`config.mk`:
```
export PLATFORM = sky130hd
export DESIGN_NAME = bb_fifo
export DESIGN_NICKNAME = d
export VERILOG_FILES = /design/src/design/bb_fifo.sv
export SDC_FILE = /design/constraint.sdc
export NUM_CORES = 1
export LEC_CHECK = 0
export BUFFER_PORTS_ARGS = -buffer_cell sky130_fd_sc_hd__clkbuf_2
export CORE_UTILIZATION = 52
export CTS_CLUSTER_SIZE = 14
export DETAILED_ROUTE_END_ITERATION = 10
export GPL_TIMING_DRIVEN = 0
export PLACE_DENSITY = 0.8
export SETUP_SLACK_MARGIN = 0.4
export SLEW_MARGIN = 20
export SYNTH_ARGS = -nofsm -noshare
export SYNTH_HDL_FRONTEND = slang
export SYNTH_SLANG_ARGS = --single-unit
```
`constraint.sdc`:
```
create_clock -name clk_i -period 2.24 [get_ports clk_i]
set_clock_uncertainty 0.1 [all_clocks]
set_input_delay 0.112 -clock clk_i [delete_from_list [all_inputs] [get_ports clk_i]]
set_output_delay 0.112 -clock clk_i [all_outputs]
set_load 0.03 [all_outputs]
```
`src/design/bb_fifo.sv`:
```
// ----------------------------------------------------------------------------
// bb_fifo
// Short word queue between the classifying front and the filter back end.
// ----------------------------------------------------------------------------
module bb_fifo #(
  parameter int unsigned WIDTH = 8,
  parameter int unsigned DEPTH = 2
) (
  input  logic             clk_i,
  input  logic             rst_ni,
  input  logic             push_i,
  input  logic [WIDTH-1:0] wdata_i,
  input  logic             pop_i,
  output logic [WIDTH-1:0] rdata_o,
  output logic             full_o,
  output logic             empty_o
);
  localparam int unsigned AW = (DEPTH > 1) ? $clog2(DEPTH) : 1;

  logic [WIDTH-1:0] mem_q [DEPTH];
  logic [AW-1:0]    wptr_q, wptr_d, rptr_q, rptr_d;
  logic [AW:0]      cnt_q, cnt_d;

  assign full_o  = (cnt_q == (AW+1)'(DEPTH));
  assign empty_o = (cnt_q == '0);
  assign rdata_o = mem_q[rptr_q];

  always_comb begin
    wptr_d = wptr_q;
    rptr_d = rptr_q;
    cnt_d  = cnt_q;
    if (push_i) begin
      wptr_d = (wptr_q == AW'(DEPTH - 1)) ? '0 : wptr_q + 1'b1;
    end
    if (pop_i) begin
      rptr_d = (rptr_q == AW'(DEPTH - 1)) ? '0 : rptr_q + 1'b1;
    end
    if (push_i && !pop_i) begin
      cnt_d = cnt_q + 1'b1;
    end else if (!push_i && pop_i) begin
      cnt_d = cnt_q - 1'b1;
    end
  end

  always_ff @(posedge clk_i or negedge rst_ni) begin
    if (!rst_ni) begin
      wptr_q <= '0;
      rptr_q <= '0;
      cnt_q  <= '0;
    end else begin
      wptr_q <= wptr_d;
      rptr_q <= rptr_d;
      cnt_q  <= cnt_d;
    end
  end

  always_ff @(posedge clk_i) begin
    if (push_i) begin
      mem_q[wptr_q] <= wdata_i;
    end
  end

  a_no_overflow: assert property (@(posedge clk_i) disable iff (!rst_ni)
    full_o |-> !(push_i && !pop_i)) else $error("fifo overflow");
  a_no_underflow: assert property (@(posedge clk_i) disable iff (!rst_ni)
    pop_i |-> !empty_o) else $error("fifo underflow");
  a_cnt_range: assert property (@(posedge clk_i) disable iff (!rst_ni)
    cnt_q <= (AW+1)'(DEPTH)) else $error("fifo count out of range");

endmodule

```
# Word-level counts from Yosys, hierarchy flattened
# Memory sizes are Yosys's and may differ from the RTL's.
# Cells that the tools add are included.
dict set report classes {
  n_addsub 4
  eq_ne 1
  mux 6
  reduce_logical 6
}
# op count
set ops {}
lappend ops {{2-to-1 mux 1 bit} 4}
lappend ops {{2-to-1 mux 2 bit} 2}
lappend ops {{adder 1 bit (second input constant)} 2}
lappend ops {{adder 2 x 1 -> 2 bit (second input constant)} 1}
lappend ops {{== test 2 bit (second input constant)} 1}
lappend ops {{logical AND 1 bit} 2}
lappend ops {{logical NOT 1 bit} 2}
lappend ops {{logical NOT 2 bit} 1}
lappend ops {{nonzero test 2 bit} 1}
lappend ops {{subtractor 2 x 1 -> 2 bit (second input constant)} 1}
dict set report word_totals {
  register_bits 4
  mem_bits_rw 16
  in_bits 12
  word_cells 21
  memories 1
}
# name words width rd rd_ports_with_merged_regs write_ports line
set mem_list {}
lappend mem_list {mem_q 2 8 1 0 1 20} ;# logic [WIDTH-1:0] mem_q [DEPTH];

# Depth between registers and ports, before layout
dict set report logic_depth {
  depth_word 4
  depth_mapped 5
  mapped_depth_nobuf 5
}

# Worst setup path before layout
# Ideal clock, no wire load.
dict set report synth_path {
  path_kind {register to register}
  from {register wptr_q}
  to {memory mem_q[0][0] (enable)}
  setup_time_ns 0.373
  t_arrival_ns 0.789
  setup_slack_ns 0.978
  path_stages_with_launch 2
  path_buffers 0
  path_cell_list {dfrtp_1 > nor2b_1}
}
# element line
set synth_rtl {}
lappend synth_rtl {{from (decl)} 21} ;# logic [AW-1:0] wptr_q, wptr_d, rptr_q, rptr_d;
lappend synth_rtl {{from (signal assigned)} 51} ;# wptr_q <= wptr_d;
lappend synth_rtl {{to (decl)} 20}
# Straight into the memory's write port.

# Final worst setup path
dict set report layout_path {
  from {register rptr_q}
  to {output port rdata_o[7]}
}
dict set report layout_via {
  elab_chain_cells 1
}
# element line
set layout_lines {}
lappend layout_lines {{from (decl)} 21}
lappend layout_lines {{from (signal assigned)} 52} ;# rptr_q <= rptr_d;
lappend layout_lines {{memory (2 x 8 bit)} -}
lappend layout_lines {{to (decl)} 14} ;# output logic [WIDTH-1:0] rdata_o,
# Every way passes these cells.

==> out/summary.txt <==
SETUP PATH
--------------------------------------------------------------------------------
Slack of the worst reg-to-reg path                                       0.82 ns
Crit Path Class                                                     flop to output pin
Critical Path Fanout Max                                                       9
Startpoint class of the critical path                                       flop
Required time at the endpoint of the critical path                       2.03 ns
Category of the worst setup path capture point                        output pin
Worst R2R End                                                        mem_q[0][6]
R2R depth                                                                      1
Worst r2r src                                                             wptr_q
Worst EP arrival                                                         1.32 ns

STA
--------------------------------------------------------------------------------
Total Negative Setup Slacks                                                 0 ns
Upper clock frequency limit                                           0.6531 GHz
Hold violation count in the final report                                       0
Crit share post-route                                                     0.6835
Final setup viols                                                              0
Worst path setup slack after routing                                   0.7089 ns
Worst hold-check slack                                                0.04571 ns
Slew at the pin closest to its max-slew limit                          0.6722 ns
Crit path time final                                                    1.531 ns
Worst slew slack as a fraction of its limit                               0.5510
Final count of pins violating max slew                                         0
Unrepaired setup endpoints after global routing                            false

DRT
--------------------------------------------------------------------------------
Routed length per instance                                              13.51 um
DRC viols                                                                      0
Via-to-Cell Ratio                                                          4.880
Total wirelength of the detailed-routed design                           1243 um
DRC violation total after the first TritonRoute iteration                      8
Number of nets with antenna violations after routing                           0
Vias after detailed routing                                                  449
Length of the first detailed-routing pass in iterations                        2

SYNTH
--------------------------------------------------------------------------------
Yosys warning total                                                            0
Commonest register cell after synthesis                                 edfxtp_1
Top cells by instance count after synthesis                         16 x edfxtp_1, 8 x mux2_2, 4 x dfrtp_1, 4 x xor2_1, 2 x nor2_1
Largest cells by area after synthesis                               edfxtp_1 62%, dfrtp_1 13%, mux2_2 12%, xor2_1 4.5%, ha_1 1.6%
Post-synthesis register bit count                                             20
Biggest area consumer among synthesized cells                           edfxtp_1
Synth top area share                                                      0.6234
Share of synthesized flip-flops with an asynchronous set or reset         0.2000
Count of flip-flops with a built-in enable after synthesis                    16
Synthesized area per cell                                             18.80 um^2
Synth Instances                                                               41
Post-synthesis instance area                                          770.7 um^2
Mapped Nets                                                                   54
Sequential fraction of the synthesis area                                 0.7532
Number of distinct library cells after synthesis                              12
Most repeated cell in the gate-level netlist after synthesis            edfxtp_1

FINISH
--------------------------------------------------------------------------------
Synthesis-to-finish area growth                                           33.77%
Post-route non-filler standard cell count                                     92
Number of antenna repair diodes                                                0
Share of cells above drive strength 1                                     0.4416
Share of the core filled with cells                                       0.7730
Layout Nets                                                                   91

CLOCK NETWORK
--------------------------------------------------------------------------------
Number of clock sinks seen by CTS                                             20
CTS clock-pin slew for the worst setup and hold paths                    0.10 ns
Count of H-tree levels built during CTS                                        1
Clock root cell                                                         clkbuf_4
Max Buffers Root-to-Sink                                                       2
Inserted Clock Buffers                                                         3
Worst-Skew Late Latency                                                  0.29 ns
TritonCTS clock tree                                                       built
Number of resized instances in the post-cts repair step                        0

FLOORPLAN
--------------------------------------------------------------------------------
Horizontal die dimension                                                40.50 um
Number of rows created at floorplan                                           13
I/O pin total                                                                 22
Die Y                                                                   40.50 um
Die area                                                            0.001640 mm^2
Placeable core region                                               0.001334 mm^2
Starting utilization of the core area                                     0.5779

GLOBAL ROUTE
--------------------------------------------------------------------------------
Total gr overflow                                                              0
Via count of the first global-routing pass                                   419
Antenna violations before repair                                               0
Maximum number of pins on one net before global-route repair                  12
Combined global-route utilization of all metal layers                     0.1883
Global-route wire length before repair                                   1821 um

POWER AND IR DROP
--------------------------------------------------------------------------------
Peak supply drop                                                        823.0 uV
Power density cells                                                 1174 mW/mm^2
Leak pwr                                                               0.4308 nW

PLACED DESIGN
--------------------------------------------------------------------------------
RePlAce Congestion                                                        0.5984
Number of port buffers                                                        21
Sum of net half-perimeters after detailed placement                     843.7 um
Place WS                                                               0.8313 ns
Placed instance count                                                         77

JOB
--------------------------------------------------------------------------------
Max_cap viols                                                                  0

WORST HOLD PATH
--------------------------------------------------------------------------------
Type of the tightest min-delay check                                input port to async pin

STATUS
--------------------------------------------------------------------------------
Result of the run                                                   finished clean

## logic make-up after synthesis
kind of cell  share of synthesized area
simple gates                    0.03735
fa+ha+maj                       0.01623
xor+xnor                        0.05682
buf+inv                         0.01947
flops                            0.7533
mux                              0.1169
## cell usage in the layout, fill, tap and decap left out
cell type,Yosys,final
and2_1,1,1
and2b_2,1,1
buf_6,1,1
clkbuf_1,0,1
clkbuf_2,0,21
clkbuf_4,0,3
dfrtp_1,4,4
dlygate4sd3_1,0,11
edfxtp_1,16,16
ha_1,1,1
inv_1,1,1
mux2_2,8,8
nor2_1,2,2
nor2b_1,1,1
xnor2_1,1,1
xor2_1,4,4
## layer usage
metal  global-route usage  share of wire  vias to the layer above
met4               0.1000         0.0056                        0
met3              0.05000          0.040                        2
met1               0.2395           0.43                      210
met2               0.2937           0.53                       15
li1                     -              -                      222
met5                    0              0                        -
## how the worst max path moves through the flow
| stage | to | cells past startpoint | start | slack [ns] |
|---|---|---|---|---|
| detailed placement | mem_q[0][6] | 1 | wptr_q | 0.83 |
| CTS | rdata_o[3] | 3 | rptr_q | 0.68 |
| global placement | mem_q[0][6] | 1 | wptr_q | 0.80 |
| global route | mem_q[0][6] | 3 | push_i | 0.63 |
| finish | rdata_o[7] | 3 | rptr_q | 0.71 |
| floorplan | mem_q[0][0] | 1 | wptr_q | 0.98 |
## state kept, by name, summed over array words and instances, names as in the netlist
| register | flops |
|---|---|
| mem_q | 16 |
| cnt_q | 2 |
| rptr_q | 1 |
| wptr_q | 1 |
## power breakdown
group	total, mW	leakage [nW]	internal (mW)	switching, mW
Sequential	0.552	0.197	0.506	0.0459
Clock	0.168	0.0150	0.0692	0.0986
Combinational	0.491	0.219	0.192	0.299
Total	1.21	0.431	0.767	0.443
## area by class of cell
class	count	area, um^2
Buffer	1	11.26
Clock buffer	4	26.28
Fill cell	89	302.8
Inverter	1	3.754
Multi-Input combinational cell	19	175.2
Sequential cell	20	580.6
Tap cell	15	18.77
Timing Repair Buffer	32	215.2
## what timing repair did
item                                   4_1_cts  5_1_grt
endpoints found under the hold margin       22        0
setup buffers                                0        0
hold buffers                                11        0
## critical path, stage by stage, from the launching register on
cell and delay (ns):
dfrtp_1 0.36, buf_6 0.15, mux2_2 0.34, clkbuf_2 0.18
## metrics by stage
stage          total power [mW]  instance area [um^2]
2_1_floorplan            0.9136                 770.7
6_report                  1.210                  1031
4_1_cts                   1.221                  1031
3_5_place_dp              1.039                 894.6
3_3_place_gp              1.022                 894.6
5_1_grt                   1.276                  1031
(Power assumes the default switching activity.)
