**src/design/bb_pkg.sv**
```systemverilog
// ----------------------------------------------------------------------------
// bb_pkg
// Shared types, register indexes and divider constants of the 3x3 box blur.
// ----------------------------------------------------------------------------
package bb_pkg;

  localparam int unsigned CfgIdxW     = 4;
  localparam int unsigned CfgDataW    = 13;
  localparam int unsigned RowW        = 13;
  localparam int unsigned HeightLimit = 4096;

  localparam logic [CfgIdxW-1:0] CFG_FRAME_WIDTH  = 4'd0;
  localparam logic [CfgIdxW-1:0] CFG_FRAME_HEIGHT = 4'd1;

  typedef struct packed {
    logic [7:0] r;
    logic [7:0] g;
    logic [7:0] b;
  } pix_t;

  typedef struct packed {
    pix_t top;
    pix_t mid;
    pix_t bot;
  } colv_t;

  typedef struct packed {
    logic emit;
    logic top_ok;
    logic bot_ok;
    logic left_ok;
    logic right_ok;
    logic last;
  } flags_t;

  function automatic logic [7:0] chan(input pix_t p, input int unsigned k);
    logic [7:0] v;
    unique case (k)
      0:       v = p.r;
      1:       v = p.g;
      default: v = p.b;
    endcase
    return v;
  endfunction

  // floor(2^16 / d2) for each doubled window count
  function automatic logic [15:0] recip(input logic [4:0] d2);
    logic [15:0] v;
    unique case (d2)
      5'd2:    v = 16'd32768;
      5'd4:    v = 16'd16384;
      5'd6:    v = 16'd10922;
      5'd8:    v = 16'd8192;
      5'd12:   v = 16'd5461;
      5'd18:   v = 16'd3640;
      default: v = 16'd32768;
    endcase
    return v;
  endfunction

endpackage

```
**src/design/bb_front.sv**
```systemverilog
// ----------------------------------------------------------------------------
// bb_front
// Frame registers and raster counters; classifies each word and queues all but in-frame drain words.
// ----------------------------------------------------------------------------
module bb_front #(
  parameter int unsigned MAX_WIDTH = 1024
) (
  input  logic                         clk_i,
  input  logic                         rst_ni,
  input  logic                         cfg_valid_i,
  output logic                         cfg_ready_o,
  input  logic [bb_pkg::CfgIdxW-1:0]   cfg_index_i,
  input  logic [bb_pkg::CfgDataW-1:0]  cfg_data_i,
  input  logic                         in_valid_i,
  output logic                         in_ready_o,
  input  logic                         req_type_i,
  input  bb_pkg::pix_t                 pix_i,
  input  logic                         full_i,
  output logic                         push_o,
  output bb_pkg::flags_t               flags_o,
  output logic [$clog2(MAX_WIDTH)-1:0] col_o,
  output bb_pkg::pix_t                 pix_o
);
  import bb_pkg::*;

  localparam int unsigned CW = $clog2(MAX_WIDTH);

  logic [10:0]     width_q;
  logic [12:0]     height_q;
  logic [CW-1:0]   in_col_q, in_col_d, out_col_q, out_col_d, wm1;
  logic [RowW-1:0] in_row_q, in_row_d, out_row_q, out_row_d, hm1;
  logic            acc, in_frame, drop, emit, last, cfg_hit;

  always_comb begin
    if (width_q == '0) begin
      wm1 = '0;
    end else if (32'(width_q) > MAX_WIDTH) begin
      wm1 = CW'(MAX_WIDTH - 1);
    end else begin
      wm1 = CW'(width_q - 11'd1);
    end
    if (height_q == '0) begin
      hm1 = '0;
    end else if (32'(height_q) > HeightLimit) begin
      hm1 = RowW'(HeightLimit - 1);
    end else begin
      hm1 = height_q - 13'd1;
    end
  end

  assign cfg_ready_o = 1'b1;
  assign cfg_hit     = cfg_valid_i && ((cfg_index_i == CFG_FRAME_WIDTH) ||
                                       (cfg_index_i == CFG_FRAME_HEIGHT));
  assign in_ready_o  = !full_i;
  assign acc         = in_valid_i && !full_i;
  assign in_frame    = (in_row_q <= hm1);
  assign drop        = in_frame && req_type_i;
  assign emit        = !((in_row_q == '0) || ((in_row_q == RowW'(1)) && (in_col_q == '0)));
  assign last        = (out_row_q == hm1) && (out_col_q == wm1);
  assign push_o      = acc && !drop;
  assign col_o       = in_col_q;
  assign pix_o       = pix_i;

  always_comb begin
    flags_o.emit     = emit;
    flags_o.top_ok   = (out_row_q != '0);
    flags_o.bot_ok   = (out_row_q != hm1);
    flags_o.left_ok  = (out_col_q != '0);
    flags_o.right_ok = (out_col_q != wm1);
    flags_o.last     = last;
  end

  always_comb begin
    in_col_d  = in_col_q;
    in_row_d  = in_row_q;
    out_col_d = out_col_q;
    out_row_d = out_row_q;
    if (cfg_hit) begin
      in_col_d  = '0;
      in_row_d  = '0;
      out_col_d = '0;
      out_row_d = '0;
    end else if (push_o) begin
      if (emit && last) begin
        in_col_d  = '0;
        in_row_d  = '0;
        out_col_d = '0;
        out_row_d = '0;
      end else begin
        if (in_col_q == wm1) begin
          in_col_d = '0;
          in_row_d = in_row_q + 1'b1;
        end else begin
          in_col_d = in_col_q + 1'b1;
        end
        if (emit) begin
          if (out_col_q == wm1) begin
            out_col_d = '0;
            out_row_d = out_row_q + 1'b1;
          end else begin
            out_col_d = out_col_q + 1'b1;
          end
        end
      end
    end
  end

  always_ff @(posedge clk_i or negedge rst_ni) begin
    if (!rst_ni) begin
      width_q   <= 11'd640;
      height_q  <= 13'd480;
      in_col_q  <= '0;
      in_row_q  <= '0;
      out_col_q <= '0;
      out_row_q <= '0;
    end else begin
      if (cfg_valid_i && (cfg_index_i == CFG_FRAME_WIDTH)) begin
        width_q <= cfg_data_i[10:0];
      end
      if (cfg_valid_i && (cfg_index_i == CFG_FRAME_HEIGHT)) begin
        height_q <= cfg_data_i;
      end
      in_col_q  <= in_col_d;
      in_row_q  <= in_row_d;
      out_col_q <= out_col_d;
      out_row_q <= out_row_d;
    end
  end

endmodule

```
**config.mk**
```make
export PLATFORM = sky130hd
export DESIGN_NAME = bb_front
export DESIGN_NICKNAME = d
export VERILOG_FILES = /design/src/design/bb_pkg.sv /design/src/design/bb_front.sv
export SDC_FILE = /design/constraint.sdc
export NUM_CORES = 1
export LEC_CHECK = 0
export ABC_AREA = 1
export BUFFER_PORTS_ARGS = -buffer_cell sky130_fd_sc_hd__buf_2
export CAP_MARGIN = 25
export CORE_ASPECT_RATIO = 2
export CORE_MARGIN = 2
export CORE_UTILIZATION = 30
export CTS_CLUSTER_DIAMETER = 60
export CTS_CLUSTER_SIZE = 25
export DETAILED_ROUTE_END_ITERATION = 8
export GPL_TIMING_DRIVEN = 0
export HOLD_SLACK_MARGIN = 0.15
export PLACE_DENSITY = 0.46
export SLEW_MARGIN = 40
export SYNTH_ARGS = -nofsm -noshare
export SYNTH_HDL_FRONTEND = slang
export SYNTH_SLANG_ARGS = --single-unit
```
**constraint.sdc**
```tcl
create_clock -name clk_i -period 6.2 [get_ports clk_i]
set_input_delay 1.24 -clock clk_i [delete_from_list [all_inputs] [get_ports clk_i]]
set_output_delay 1.24 -clock clk_i [all_outputs]
set_load 0.005 [all_outputs]
```
# Yosys cells after proc, flatten, opt, wreduce, memory -nomap -nowiden
# Cells that the tools add are included.
# op_classes
div,0
n_eq_ne,8
bitwise_logic,0
mul,0
n_shift,0
muxes,22
add_sub_neg,6
reduce_logical,27
n_lt_le_gt_ge,3
# ops
operator,count
13-bit 2-to-1 mux,11
10-bit 2-to-1 mux,11
13-bit by 1-bit adder with 13-bit output (second input constant),2
13-bit zero test,2
10-bit by 1-bit adder with 10-bit output (second input constant),2
10-bit == test,2
13-bit by 1-bit == test with 1-bit output (second input constant),1
13-bit == test,1
13-bit > comparator (second input constant),1
13-bit <= comparator,1
13-bit inequality test,1
13-bit nonzero test,1
13-bit by 1-bit subtractor with 13-bit output (second input constant),1
11-bit > comparator (second input constant),1
11-bit zero test,1
10-bit zero test,1
10-bit inequality test,1
10-bit nonzero test,1
10-bit by 1-bit subtractor with 10-bit output (second input constant),1
1-bit logical AND,9
3-bit nonzero test,2
4-bit by 1-bit == test with 1-bit output (second input constant),1
4-bit zero test,1
2-bit AND reduction,2
5 further kinds,8
# word_totals
ram_bits,0
wordCells,72
inputBits,47
rom_bits,0
n_memories,0
latch_bits,0
reg_bits,70
output_inout_bits,43

# Depth between registers and ports, before layout
# Gate-level depths: netlist (run 1).
# logic_depth
ltp_word,9
depth_mapped,23
mapped_depth_nobuf,21

# Least setup slack after synthesis (run 1)
# No wires, ideal clock.
# synth_timing
path_kind,reg-to-output
startpoint,reg height_q[0]
endpoint,out push_o
t_required_ns,4.960
t_arrival_ns,2.071
path_stages_with_launch,19
setup_slack_ns,2.889
n_path_buf,1
path_cell_list,dfrtp_1 -> inv_1 -> ha_1 -> nand2_1 -> nor2_4 -> nand3_2 -> buf_4 -> nand2_1 -> nand2_1 -> inv_1 -> ha_1 -> a21oi_1 -> o21ai_0 -> o211ai_1 -> nand2_1 -> nand2_1 -> nand2_1 -> nand3_1 -> inv_1
# synth_between
elab_chain_cells,7
elab_cells_between_ends,9
cone_classes,add/sub: 1; order compare: 2; mux: 2; reduce/logical: 4
# synth_lines
element,line_no,rtl
"start, declared",bb_front.sv:29,logic [12:0] height_q;
"start signal, assigned",bb_front.sv:121,height_q <= cfg_data_i;
13-bit by 1-bit subtractor with 13-bit output / 13-bit > comparator (equally long branches),"bb_front.sv:47, bb_front.sv:44",
13-bit 2-to-1 mux,bb_front.sv:44,end else if (32'(height_q) > HeightLimit) begin
13-bit 2-to-1 mux *,bb_front.sv:42,if (height_q == '0) begin
13-bit <= comparator *,bb_front.sv:56,assign in_frame = (in_row_q <= hm1);
1-bit logical AND *,bb_front.sv:57,assign drop = in_frame && req_type_i;
1-bit zero test *,bb_front.sv:60,assign push_o = acc && !drop;
1-bit logical AND *,bb_front.sv:60,
"end, declared",bb_front.sv:19,"output logic push_o,"
# Mark *: on every way between the ends. The rest lies on a longest branch, timed or not.

# Final worst setup path (run 1)
# Ends and elaborated chain as after synthesis.

==> results of run 1 <==
-- power breakdown --
group | leakage [nW] | total (mW) | internal (mW) | switching, mW
Combinational | 2.52 | 0.879 | 0.333 | 0.546
Clock | 0.152 | 0.570 | 0.354 | 0.217
Sequential | 0.849 | 0.726 | 0.573 | 0.153
-- synthesized netlist by cell type (all sizes together) --
cell type  count  area share [%]
ha            25             5.4
o21bai         1            0.13
o211ai         1            0.13
conb           1           0.065
nor3          18             1.6
a21oi         17             1.5
nand2        256              17
or2            4            0.44
o22ai          1            0.11
nor2         107             7.9
and3           2            0.22
nand4         26             2.9
clkbuf         8            0.52
nand3b         1            0.13
xnor2          4            0.61
nor4          12             1.3
buf           38             5.1
nand3         89             8.4
o21ai         48             4.2
inv          106             6.9
xor2          26             4.0
dfstp          6             2.7
dfrtp         64              28
nor3b          2            0.26
-- logic make-up (layout without fill, tap and decap cells) --
group / count (synthesis) / after routing / synth area share (%)
adder cells (fa/ha/maj): 25 / 25 / 5.44
XOR/XNOR: 30 / 30 / 4.57
AO/OA/AOI/OAI: 68 / 68 / 6.03
other: 1 / 1 / 0.0653
buffers and inverters: 152 / 233 / 12.6
flip-flops: 70 / 70 / 30.6
AND/OR/NAND/NOR: 517 / 517 / 40.7
-- per-layer routing --
layer | wire length (um) | part of all wire (%)
met3 | 559 | 3.2
met1 | 6250 | 36
met4 | 716 | 4.1
met5 | 0 | 0
met2 | 10100 | 57
-- metrics by stage --
stage | area (um^2) | hold slack (ns) | cells
floorplan | 5750 | 0.475 | 863
finish | 6740 | 0.511 | 1199
global route | 6740 | 0.538 | 1199
CTS | 6740 | 0.519 | 1199
global placement | 6390 | 0.491 | 1182
detailed placement | 6420 | 0.505 | 1183
-- worst min-delay path, stage by stage, from the launching register on --
cell,delay [ns]
dfrtp_1,0.36
nand2_1,0.05
o21ai_0,0.06
-- flip-flops by register name, summed over array words and instances, names as in the netlist --
| register | count |
|---|---|
| out_row_q | 13 |
| height_q | 13 |
| out_col_q | 10 |
| col_o | 10 |
| in_row_q | 13 |
| width_q | 11 |
-- placed cells by master (no fill, tap or decap), drive strengths merged, types with 12 or more instances in the layout --
master / n
nor3: 18
nand3: 89
nand4: 26
nor4: 12
buf: 103
dfrtp: 64
clkbuf: 17
xor2: 26
o21ai: 48
ha: 25
a21oi: 17
nand2: 256
nor2: 107
inv: 107
-- worst paths after layout --
path | start | end | slack, ns | depth (start not counted)
worst min-delay path | height_q[9]$_DFFE_PN0P_ | height_q[9]$_DFFE_PN0P_ | 0.51 | 2
min in group asynchronous | rst_ni | width_q[6]$_DFFE_PN0P_ | 0.72 | 1
max in group asynchronous | rst_ni | height_q[8]$_DFFE_PN1P_ | 4.88 | 2
worst max-delay path | height_q[0]$_DFFE_PN0P_ | push_o | 1.96 | 17
worst min register to register | height_q[9]$_DFFE_PN0P_ | height_q[9]$_DFFE_PN0P_ | 0.51 | 2
worst max register to register | height_q[0]$_DFFE_PN0P_ | out_row_q[8]$_DFFE_PN0P_ | 2.18 | 20
-- final cells by class --
type	instances	area, um^2	area share [%]
Sequential cell	70	1760	26.1
Inverter	106	398	5.90
Clock buffer	9	225	3.34
Multi-Input combinational cell	641	3270	48.4
Tap cell	255	319	4.73
Timing Repair Buffer	65	354	5.25
Clock inverter	7	97.6	1.45
Buffer	46	324	4.81
==> impl_results.md, run 1 <==
- Filler cells: 2149
- CP dominant cell by count: nand2_1
- Worst slew pin tran: 0.625 ns
- CP peak stage delay: around 0.40 ns
- Drt first pass iters: 5
- Horiz. Die Dim: 102 um
- Final setup viols: 0
- Dpl hpwl: around 15 mm
- Cell area after synthesis: 5750 um^2
- Leak pwr: 3.52 nW
- Total Routing Usage GR: 18.4%
- Initial antenna violation count: 0
- RSZ-0062 raised after global routing: no
- Vias/cell: 4.65
- Clock latency on the worst-skew pair: around 0.35 ns
- CTS tree: yes
- CTS Root Cell: clkbuf_16
- Run status: finished, final reports clean
- GR peak layer: met2
- Min-delay worst type: flop to flop
- Post-CTS Hold Fix Bufs: 0
- DRC viols: 0
- Die Y: 200 um
- Largest net degree at the start of global routing: 54
- # rows: 71
- TritonCTS Buffers: 9
- Final Cycle Share: 68.4%
- # port buffers: 64
- Cell Pwr Density: around 320 nW/um^2
- P&R area growth vs syn: 17.3%
- TritonCTS Sinks: 70
- Setup TNS: 0 ns
- Cell count after synthesis: approximately 860
- WL final: 17.6 mm
- Maxcap violations: 0
- WS Path Type: flop to output pin
- Via count: approximately 5600
- ANT cells: 0
- Core box area: 18800 um^2
- Initial Utilization: 30.5%
- Number of global-route vias before repair: slightly below 6000
- Overflow left after global routing: 0
- Setup ws final: 1.96 ns
- Post-route minimum period: 4.24 ns
- Syn_area_per_cell: 6.66 um^2
- Clk_skew: 0.00782 ns
- Worst-path clk slew: 0.06 ns
- Worst EP required: around 5.0 ns
- Crit-path leading delay family: simple AND/OR/NAND/NOR gates
- Place WS: ~2.2 ns
- DR WL/cell: 14.7 um
- # resized after CTS: 0
- Die area: between 20000 and 25000 um^2
- CP cell instances: inv_1 > ha_1 > nand2_1 > nor2_1 > nand3_1 > nand3_1 > nand2_1 > ha_1 > nand2_1 > nor2_1 > o211ai_1 > nand2_1 > nand2_1 > nand2_1 > nand3_1 > inv_1 > buf_2
- Slowest cell on crit path: dfrtp_1
- Post-CTS Setup Inserts: 0
- DRT iter0 DRCs: 297
- Relative slew slack: between 50 and 60%
- H-tree lvl count: 3
- Finished Core Util: 35.8%
- Global Route met1 Usage: roughly 18%
- Final slew viol count: 0
- Worst-path maximum fanout: 5
- Yosys reg bits: 70
- Bufs and invs on worst path: 3
- Met3 GRT Util: just under 2%
- Netlist cell types: 35
- Clock Path Buffers: 2
- Layout cells sized above 1: between 10% and 20%
- Routed Antenna Nets: 0
- Synth Net Count: 935
- YS warnings: 0
- Grt met2 use: 36.8%
- Final hold viol count: 0
- Global-route wire length before repair: 28.5 mm
- Sequential fraction of the synthesis area: 30.6%
- Nets: 1011
- Io pins: 90
- Final Power: 2.17 mW
- Fmax: 0.236 GHz
- Final Wtd Congestion: 0.893
- Worst vdd ir: 0.000154 V
- Worst Setup End Kind: output pin
- CP Launch Type: flop
- CP arrival: ~3.0 ns
Note: power is estimated with default switching activity, not from simulation.
==> run 2, diff against run 1 <==
Settings changed: PLACE_DENSITY 0.46 to 0.47.
Clock period 6.2 ns to 3.7 ns, I/O delays scaled along.
==> run 2 against run 1 <==
  * Sequential share of layout area fell by 0.99 points
  * Utilization rose by 1.5 points
  * Routed wire length rose by 1.9%
  * Count of clock-buffer cells in the layout did not move
  * Highest routed layer unchanged
  * Critical path type unchanged
  * First-iteration DRC count fell by 5.7%
==> impl_results.md, run 2 (same netlist as run 1, synthesis figures left out) <==
- Relative slew slack: 62.6% (was 58.3%)
- Crit-path leading delay family: simple AND/OR/NAND/NOR gates (unchanged)
- Vias/cell: 4.71 (was 4.65)
- Drt first pass iters: 5 (unchanged)
- Worst-path maximum fanout: 5 (unchanged)
- TritonCTS Buffers: 9 (unchanged)
- Placement Cell Area: 6420 um^2 (unchanged)
- Post-route minimum period: 3.51 ns
- CP peak stage delay: 0.39 ns (was 0.40 ns)
- DR WL/cell: 14.8 um (was 14.7 um)
- Total Routing Usage GR: 18.5% (was 18.4%)
- ANT cells: 0 (unchanged)
- CP arrival: 2.77 ns (was 3.00 ns)
- Bufs and invs on worst path: 5 (was 3)
- CP cell instances: inv_2 > ha_4 > nand2_2 > nor2_4 > nand3_4 > buf_8 > buf_4 > nand2_2 > ha_1 > a21oi_1 > o21ai_0 > a21oi_1 > nand2_1 > nand2_2 > nand2_2 > nand3_2 > inv_1 > buf_2 (was inv_1 > ha_1 > nand2_1 > nor2_1 > nand3_1 > nand3_1 > nand2_1 > ha_1 > nand2_1 > nor2_1 > o211ai_1 > nand2_1 > nand2_1 > nand2_1 > nand3_1 > inv_1 > buf_2)
- Via count: 5697 (was 5577)
- Worst Setup End Kind: output pin (unchanged)
- Commonest non-fill, non-tap cells in the layout: nand2_1 (235), inv_1 (98), nor2_1 (92) (was nand2_1 (247), inv_1 (102), nor2_1 (97))
- Setup ws final: 0.187 ns (was 1.96 ns)
- Slowest cell on crit path: dfrtp_1 (unchanged)
- DRC viols: 0 (unchanged)
- Horiz. Die Dim: 102 um (unchanged)
- WL final: 17.9 mm (was 17.6 mm)
- Io pins: 90 (unchanged)
- Regs by FF count: height_q: 13 flops, in_row_q: 13 flops, out_row_q: 13 flops (unchanged)
- RSZ-0062 raised after global routing: no (unchanged)
- Nets: 1021 (was 1011)
- Fin Hold WS: 0.219 ns (was 0.511 ns)
- CTS Root Cell: clkbuf_16 (unchanged)
- Wire length on met1: 6.44 mm (was 6.25 mm)
- CTS tree: yes (unchanged)
- Clock power share: 28.2% (was 26.2%)
- Commonest non-fill, non-tap cell in the layout: nand2_1 (unchanged)
- Routed Antenna Nets: 0 (unchanged)
- Final Wtd Congestion: 0.907 (was 0.893)
- WS Path Type: flop to output pin (unchanged)
- TritonCTS Sinks: 70 (unchanged)
- Global-route wire length before repair: 28.6 mm (was 28.5 mm)
- # rows: 71 (unchanged)
- Post-CTS Hold Fix Bufs: 0 (unchanged)
- WL met2: 10.1 mm (about the same)
- Fin cells: 1209 (was 1199)
- Final Power: 3.88 mW (was 2.17 mW)
- Fmax: 0.285 GHz
- # port buffers: 64 (unchanged)
- Min-delay worst type: input port to async pin (was flop to flop)
- Fin area: 7020 um^2 (was 6740 um^2)
- Final slew viol count: 0 (unchanged)
- Run status: finished, final reports clean (unchanged)
- Clk_skew: 0.00825 ns (was 0.00782 ns)
- Clock Path Buffers: 2 (unchanged)
- Leak pwr: 3.63 nW (was 3.52 nW)
- CP dominant cell by count: nand2_2 (was nand2_1)
- Dpl hpwl: 14.4 mm (was 14.6 mm)
- Die Y: 200 um (unchanged)
- Net switching power: 1.59 mW (was 0.915 mW)
- Clock latency on the worst-skew pair: 0.35 ns (about the same)
- Pint: 2.30 mW (was 1.26 mW)
- Final hold viol count: 0 (unchanged)
- Worst EP required: 2.96 ns (was 4.96 ns)
- H-tree lvl count: 3 (unchanged)
- Uppermost layer routed: met4 (unchanged)
- Final Cycle Share: between 90% and 100%
- Largest net degree at the start of global routing: 55 (was 54)
- Place WS: -0.312 ns (was 2.17 ns)
- DRT iter0 DRCs: 280 (was 297)
- Die area: 20300 um^2 (unchanged)
- Worst slew pin tran: 0.556 ns (was 0.625 ns)
- Core box area: 18800 um^2 (unchanged)
- Dpl cells: 1183 (unchanged)
- Sequential power share: 31.5% (was 33.4%)
- Worst vdd ir: 0.000248 V (was 0.000154 V)
- Finished Core Util: 37.3% (was 35.8%)
- Final setup viols: 0 (unchanged)
- Setup TNS: 0 ns (unchanged)
- P&R area growth vs syn: 22.1% (was 17.3%)
- Initial antenna violation count: 0 (unchanged)
- Worst-path clk slew: 0.06 ns (about the same)
- Overflow left after global routing: 0 (unchanged)
- Routed wl met3: 568 um (was 559 um)
- Maxcap violations: 0 (unchanged)
- Number of global-route vias before repair: 5659 (was 5772)
- Cell Pwr Density: 553 nW/um^2 (was 323 nW/um^2)
- Logic pwr share: 40.2% (was 40.4%)
- Layout cells sized above 1: 21.1% (was 16.7%)
- Initial Utilization: 30.5% (unchanged)
- Sw frac: 40.8% (was 42.1%)
- CP Launch Type: flop (unchanged)
## run 2: cell types whose count changed in the layout (fill, tap and decap cells not counted), sizes merged
cell | before | now
clkinvlp | 2 | 1
nand2 | 256 | 257
clkinv | 2 | 1
buf | 103 | 111
bufinv | 2 | 4
clkbuf | 17 | 18
## run 2: per-layer routing
layer | vias to the layer above | global-route usage (%)
met2 | 161 | 36.9
met1 | 2572 | 18.1
met3 | 47 | 1.95
met4 | 0 | 9.09
met5 | - | 0
li1 | 2917 | -
## run 2: worst register-to-register path, stage by stage, from the launching register on
cell and delay (ns):
dfrtp_1 0.39, inv_2 0.09, ha_4 0.15, nand2_2 0.07, nor2_4 0.17, nand2_4 0.09
nand2_4 0.11, buf_6 0.13, nand3_2 0.11, ha_4 0.29, nand2_1 0.06, nor2_2 0.17
o211ai_1 0.11, nand2_1 0.08, nand2_2 0.06, nand2_2 0.07, nand4_1 0.17, nand2_2 0.31
clkbuf_2 0.34, inv_1 0.11, o21ai_0 0.17, nor2_1 0.06
## run 2: worst paths after layout
check	from	to	slack (ns)	cells after the start
min reg2reg	height_q[8]$_DFFE_PN1P_	height_q[8]$_DFFE_PN1P_	0.51	2
max	height_q[0]$_DFFE_PN0P_	push_o	0.19	18
max in group asynchronous	rst_ni	height_q[8]$_DFFE_PN1P_	2.87	2
min in group clk_i	height_q[8]$_DFFE_PN1P_	height_q[8]$_DFFE_PN1P_	0.51	2
max reg2reg	height_q[0]$_DFFE_PN0P_	out_col_q[3]$_DFFE_PN0P_	0.25	21
min	rst_ni	width_q[6]$_DFFE_PN0P_	0.22	1
## run 2: cell type report
| type | count | area (um^2) |
|---|---|---|
| fillers | 2119 | 11800 |
| multi-input cells | 642 | 3400 |
| flip-flops and latches | 70 | 1760 |
| repair buffers | 74 | 437 |
| inverters | 106 | 398 |
| plain buffers | 46 | 338 |
| well taps | 255 | 319 |
| clock buffers | 9 | 225 |
| clock inverters | 7 | 145 |
## run 2: power groups by stage
stage,Clock [mW],Combinational [mW],Sequential (mW)
CTS,1.13,1.52,1.22
global route,1.16,1.82,1.26
global placement,0,1.47,1.23
finish,1.10,1.56,1.22
floorplan,0,1.11,1.15
detailed placement,0,1.49,1.23
## run 2: repair_timing
item | CTS | global route
endpoints found under the setup margin | 26 | 19
gates resized for setup | 16 | 29
gates cloned | 2 | 1
endpoints found under the hold margin | 0 | 0
pin swaps | 4 | 6
setup buffers | 1 | 6
